$ cat config.mk
export PLATFORM = sky130hd
export DESIGN_NAME = mmgn_div
export DESIGN_NICKNAME = d
export VERILOG_FILES = /design/src/hdl/mmgn_pkg.sv /design/src/hdl/mmgn_div.sv
export SDC_FILE = /design/constraint.sdc
export NUM_CORES = 1
export LEC_CHECK = 0
export BUFFER_PORTS_ARGS = -buffer_cell sky130_fd_sc_hd__buf_2
export CORE_MARGIN = 4
export CORE_UTILIZATION = 57
export DETAILED_ROUTE_END_ITERATION = 10
export GPL_TIMING_DRIVEN = 0
export PLACE_DENSITY = 0.87
export SYNTH_ARGS = -nofsm -noshare
export SYNTH_HDL_FRONTEND = slang
export SYNTH_SLANG_ARGS = --single-unit
$ cat constraint.sdc
create_clock -name aclk -period 7.61 [get_ports aclk]
set_input_delay 0.761 -clock aclk [delete_from_list [all_inputs] [get_ports aclk]]
set_output_delay 0.761 -clock aclk [all_outputs]
set_load 0.005 [all_outputs]
$ cat src/hdl/mmgn_pkg.sv
package mmgn_pkg;

    localparam int DEF_MAP_ROWS    = 64;
    localparam int DEF_MAP_COLS    = 64;
    localparam int DEF_SAMPLE_BITS = 16;

    localparam int POS_W      = 6;
    localparam int SAMPLE_W   = 16;
    localparam int LIMIT_W    = 11;
    localparam int CELL_IDX_W = 22;
    localparam int FRAC_W     = 16;
    localparam int LEVEL_W    = FRAC_W + 1;
    localparam int IN_DATA_W  = 32;
    localparam int OUT_DATA_W = 24;

    localparam logic [LEVEL_W-1:0] ONE_Q16 = LEVEL_W'(1) << FRAC_W;

    localparam logic FUNC_LOAD = 1'b0;
    localparam logic FUNC_READ = 1'b1;

endpackage

$ cat src/hdl/mmgn_div.sv
module mmgn_div import mmgn_pkg::*; #(
    parameter int SAMPLE_BITS = DEF_SAMPLE_BITS
) (
    input  logic                            aclk,
    input  logic                            aresetn,
    input  logic                            start,
    input  logic [SAMPLE_BITS+FRAC_W-1:0]   numer,
    input  logic [SAMPLE_BITS-1:0]          denom,
    output logic                            done,
    output logic [LEVEL_W-1:0]              quot
);

    localparam int SB    = SAMPLE_BITS;
    localparam int NUM_W = SB + FRAC_W;
    localparam int CNT_W = $clog2(LEVEL_W + 1);

    logic [SB-1:0]      rem_reg,  rem_next;
    logic [LEVEL_W-1:0] low_reg,  low_next;
    logic [LEVEL_W-1:0] quot_reg, quot_next;
    logic [SB-1:0]      den_reg,  den_next;
    logic [CNT_W-1:0]   cnt_reg,  cnt_next;
    logic               done_reg, done_next;

    logic [SB:0] trial;
    logic [SB:0] diff;
    logic        fits;

    assign trial = {rem_reg, low_reg[LEVEL_W-1]};
    assign diff  = trial - {1'b0, den_reg};
    assign fits  = trial >= {1'b0, den_reg};

    always_comb begin
        rem_next  = rem_reg;
        low_next  = low_reg;
        quot_next = quot_reg;
        den_next  = den_reg;
        cnt_next  = cnt_reg;
        done_next = 1'b0;
        if (start) begin
            rem_next = {1'b0, numer[NUM_W-1:LEVEL_W]};
            low_next = numer[LEVEL_W-1:0];
            den_next = denom;
            cnt_next = CNT_W'(LEVEL_W);
        end else if (cnt_reg != '0) begin
            rem_next  = fits ? diff[SB-1:0] : trial[SB-1:0];
            low_next  = {low_reg[LEVEL_W-2:0], 1'b0};
            quot_next = {quot_reg[LEVEL_W-2:0], fits};
            cnt_next  = cnt_reg - CNT_W'(1);
            done_next = (cnt_reg == CNT_W'(1));
        end
    end

    always_ff @(posedge aclk) begin
        if (!aresetn) begin
            cnt_reg  <= '0;
            done_reg <= 1'b0;
        end else begin
            cnt_reg  <= cnt_next;
            done_reg <= done_next;
        end
    end

    always_ff @(posedge aclk) begin
        rem_reg  <= rem_next;
        low_reg  <= low_next;
        quot_reg <= quot_next;
        den_reg  <= den_next;
    end

    assign done = done_reg;
    assign quot = quot_reg;

endmodule

# Word-level counts from Yosys, hierarchy flattened

Index checks and enable logic that the tools add are counted.

Flip-flop bits (word level): 72
Input bits: 51
Output and inout bits: 18
Logic and storage cells: 27

Add/subtract/negate cells: 2
Magnitude comparators: 1
Eq/ne operators: 1
Muxes and demuxes: 7
Bitwise logic cells: 3
Reduce and logical (&&, ||, !) cells: 5

Operators with widths:

| cell                                                 | number |
|---|---|
| two-way mux 17 bit                                   | 2 |
| two-way mux 15 bit                                   | 2 |
| greater-or-equal comparator 17 x 16 -> 1 bit         | 1 |
| two-way mux 16 bit                                   | 1 |
| subtractor 16 bit                                    | 1 |
| two-way mux 5 bit                                    | 2 |
| equality test 5 x 1 -> 1 bit (second input constant) | 1 |
| nonzero test 5 bit                                   | 1 |
| subtractor 5 x 1 -> 5 bit (second input constant)    | 1 |
| NOT 1 bit                                            | 3 |
| OR reduction 3 bit                                   | 1 |
| AND reduction 2 bit                                  | 1 |
| nonzero test 2 bit                                   | 1 |
| OR reduction 2 bit                                   | 1 |

# Depth between registers and ports, before layout

Depth after elaboration: 4
Gate-level depth with buffers: 12

# Least setup slack after synthesis

No wires, ideal clock.

Kind: reg2reg
From: register low_reg[16]
To: register rem_reg[14], data pin
Library setup time: 0.259 ns
Arrival: 2.195 ns
Slack: 5.156 ns
Stages on the path, launching flop included: 13
Buffers on the path: 0
Period minus slack after synthesis: 2.454 ns
Cells stage by stage: edfxtp_1 > inv_1 > ha_1 > inv_1 > fa_1 > a21o_1 > a221oi_2 > o31a_1 > o21bai_1 > nand3_1 > a21bo_1 > mux2i_1 > a21oi_1

Longest elaborated chain between the ends: 4
Elaborated cells between the ends (all ways): 5
Those cells by class: 1 x add/sub; 1 x order compare; 3 x mux

Ends and longest elaborated chain:

| element                                                                           | line                           | text |
|---|---|---|
| start, declared                                                                   | mmgn_div.sv:18                 | `logic [LEVEL_W-1:0] low_reg, low_next;` |
| start signal, assigned                                                            | mmgn_div.sv:65                 | `low_reg <= low_next;` |
| subtractor 16 bit or greater-or-equal comparator 17 x 16 -> 1 bit (tied branches) | mmgn_div.sv:29, mmgn_div.sv:30 |  |
| two-way mux 16 bit (*)                                                            | mmgn_div.sv:45                 | `rem_next = fits ? diff[SB-1:0] : trial[SB-1:0];` |
| two-way mux 15 bit (*)                                                            | mmgn_div.sv:44                 | `end else if (cnt_reg != '0) begin` |
| two-way mux 15 bit (*)                                                            | mmgn_div.sv:39                 | `if (start) begin` |
| named net rem_next[14]                                                            | mmgn_div.sv:17                 | `logic [SB-1:0] rem_reg, rem_next;` |
| end signal, assigned                                                              | mmgn_div.sv:64                 | `rem_reg <= rem_next;` |
| end, declared                                                                     | mmgn_div.sv:17                 |  |

The timed path passes the listed nets; every way through them passes the cells marked *. The select of a mux whose other input is x is not followed.
A chain may end at the register's enable or synchronous reset.

# Worst setup path after layout

Ends and elaborated chain as after synthesis.

==> flow_summary.json <==
{
  "endpoint_of_the_lowest_slack_register_to_register_path": "rem_reg[14]$_DFFE_PP_",
  "yosys_most_used_dff": "edfxtp_1",
  "r2r.worst_path.cells": 12,
  "first_global_vias": 2463,
  "post_route_cells_drive_above_1_share_pct": 34.2,
  "area_growth_syn_to_layout_pct": 17.2,
  "remaining_design_rule_violation_count": 0,
  "timing.hold.worst.class": "register to register",
  "yosysWarningCount": 0,
  "synthesis.nets": 360,
  "maxSlewHeadroom_pct": 48.7,
  "detailed_place.area_um2": 4080,
  "synth-compound-area-share_pct": 10.4,
  "power.combinational.fraction_pct": 42.3,
  "cell_internal_pwr_mw": 0.954,
  "clock_sinks": 72,
  "seqPwrFrac_pct": 39.8,
  "power.ir.vdd_worst_mv": 0.179,
  "report.power.total_mw": 1.49,
  "antenna_found_initial": 0,
  "synth_largest_area_cell": "edfxtp_1",
  "cts_htree_levels": 3,
  "ctsResizeCount": 0,
  "cts_root_buf": "clkbuf_8",
  "die_height_um": 87.8,
  "hold_slack_ps": 449,
  "floorplan.initialDensity_pct": 59.9,
  "synth-simple-area-share_pct": 8.48,
  "synth_fa_ha_area_share_pct": 7.10,
  "synth.mux.area_fraction_pct": 8.90,
  "cts_post_setup_buffers_inserted": 0,
  "grt_start_max_net_pins": 34,
  "power.switching_fraction_pct": 35.8,
  "dieArea_um2": 7710,
  "gpl.final_weighted_congestion": 0.875,
  "p_switching_mw": 0.532,
  "post_synth_instance_area_um2": 3630,
  "tritoncts_buffer_count": 9,
  "synth.avg_cell_area_um2": 12.6,
  "grt_setup_unrepaired": "no",
  "detail_route.iter0.violations": 143,
  "gr-usage-all-layers_pct": 19.4,
  "routed_wire_length_per_instance_um": 15.1,
  "wire_length_of_the_first_global_routing_pass_mm": 11.2,
  "clock.fmax_mhz": 355,
  "wl_mm": 6.76,
  "r2r_start": "low_reg[16]$_DFFE_PP_",
  "powerDensity_nw_per_um2": 349,
  "synth_seq_cells": 72,
  "insertion_delay_ps": 350,
  "synthArstFlopShare_pct": 0,
  "finish.instance_area_um2": 4250,
  "final.fill_count": 445,
  "synth.top_cells.by_area": "edfxtp_1 54%, mux2_2 8.1%, ha_1 6.6%",
  "worst_hold_startpoint": "quot[7]$_DFFE_PP_",
  "fin_skew_ps": 10.3,
  "ant_diodes": 0,
  "worstHoldEndpoint": "quot[8]$_DFFE_PP_",
  "final_net_count": 440,
  "seqCellArea_um2": 2090,
  "die-width_um": 87.8,
  "timing.final.max_slew_violations": 0,
  "run_status": "complete, no violations",
  "type_of_the_setup_path_with_the_least_slack": "register to register",
  "vias": 2424,
  "worstPathArrival_ps": 2910,
  "synth_cell_type_count": 43,
  "synth-xor-area-share_pct": 3.86,
  "worst-slew-pin-transition_ps": 769,
  "area_of_the_multi_input_gates_um2": 1410,
  "synth_common_cells": "65 x edfxtp_1, 26 x a21oi_1, 26 x mux2_2, 23 x inv_1, 20 x nand2_1",
  "synth_most_common_cell": "edfxtp_1",
  "synth_edf_count": 65,
  "clock_tree.buffer_depth": 2,
  "synth_top_family_by_area": "compound AO/OA/AOI/OAI gates",
  "drtAntennaViolNets": 0,
  "power_leakage_nw": 1.77,
  "layout_min_cycle_time_ps": 2820,
  "worst_setup_hold_path_clk_slew_ps": 80,
  "core-area_um2": 6060,
  "routed_via_density": 5.40,
  "post-route-period-util_pct": 37.0,
  "number_of_buffers_inserted_by_port_buffering": 68,
  "hold_path_depth": 0,
  "pin_count": 69,
  "reg2reg_slack_ps": 4790,
  "ctsHoldBuffers": 0,
  "cts_tree": "done",
  "yosysTopAreaCellShare_pct": 53.8,
  "synth_seq_area_share_pct": 57.7,
  "setup_viol_count_final": 0,
  "crit_start_category": "register",
  "clkPwrFrac_pct": 17.9,
  "required_ps": 7710,
  "rows": 28,
  "drt_pre_antenna_iters": 4,
  "critical_path.endpoint_type": "register",
  "totalNegativeSetupSlack_ps": 0,
  "dp_hpwl_mm": 4.91,
  "critical_path_peak_fanout": 3,
  "grt-ovfl-total": 0,
  "synth_cells": 289,
  "final_hold_viol_count": 0,
  "maxCapViolCount": 0
}
metal layers:
metal / global-route usage (%) / routed length, µm
met5: 0 / 0
met2: 31.2 / 3180
met1: 23.7 / 2950
met4: 6.83 / 104
met3: 7.62 / 526
critical path, cell delays in order, from the launching register on:
cell and delay, ps:
edfxtp_1 400, inv_1 80, ha_1 160, inv_1 50
fa_1 390, a21o_1 220, a221oi_2 350, o31a_1 260
o21bai_1 120, nand3_1 100, a21bo_1 130, mux2i_1 200
a21oi_1 100
kinds of logic (layout without fill, tap and decap cells):
family | Yosys count | after routing
simple gates | 64 | 64
compound gates | 56 | 56
xor+xnor | 16 | 16
buf+inv | 32 | 117
fa+ha+maj | 20 | 20
flops | 72 | 72
mux | 29 | 29
placed cells by master, fill, tap and decap left out, types with 5 or more instances in the layout:
master	instances
xnor2_1	12
o21bai_1	5
nor2_2	7
o21ai_1	6
edfxtp_1	65
inv_1	23
buf_2	70
mux2_2	26
a21oi_1	25
dfxtp_1	7
clkbuf_8	9
nand2_1	20
ha_1	19
nor2_1	13
nor3_1	5
power groups by stage:
stage	sequential (mW)	clock, mW	combinational (mW)
finish	0.591	0.265	0.629
global route	0.602	0.294	0.707
CTS	0.592	0.272	0.628
detailed placement	0.599	0	0.622
global placement	0.597	0	0.604
floorplan	0.589	0	0.496
worst max path at each step:
stage	startpoint	end	depth (start not counted)
finish	low_reg[16]$_DFFE_PP_	rem_reg[14]$_DFFE_PP_	12
CTS	low_reg[16]$_DFFE_PP_	rem_reg[14]$_DFFE_PP_	12
global route	low_reg[16]$_DFFE_PP_	rem_reg[14]$_DFFE_PP_	12
detailed placement	low_reg[16]$_DFFE_PP_	rem_reg[14]$_DFFE_PP_	12
floorplan	low_reg[16]$_DFFE_PP_	rem_reg[14]$_DFFE_PP_	12
global placement	start	rem_reg[15]$_SDFFE_PP0N_	6
stage by stage:
step / worst slack (ps) / cells / util [%]
floorplan: 5160 / 289 / -
global placement: 4510 / 432 / 67.0
detailed placement: 4840 / 433 / 67.3
CTS: 4800 / 449 / 70.2
global route: 4670 / 449 / 70.2
finish: 4790 / 449 / 70.2
area by class of cell:
| class | count | share of cell area (%) |
|---|---|---|
| Buffer | 8 | 0.941 |
| Clock buffer | 10 | 3.00 |
| Clock inverter | 6 | 1.06 |
| Inverter | 24 | 2.12 |
| Multi-Input combinational cell | 185 | 33.1 |
| Sequential cell | 72 | 49.2 |
| Tap cell | 75 | 2.21 |
| Timing Repair Buffer | 69 | 8.35 |
Note: power is estimated with default switching activity, not from simulation.
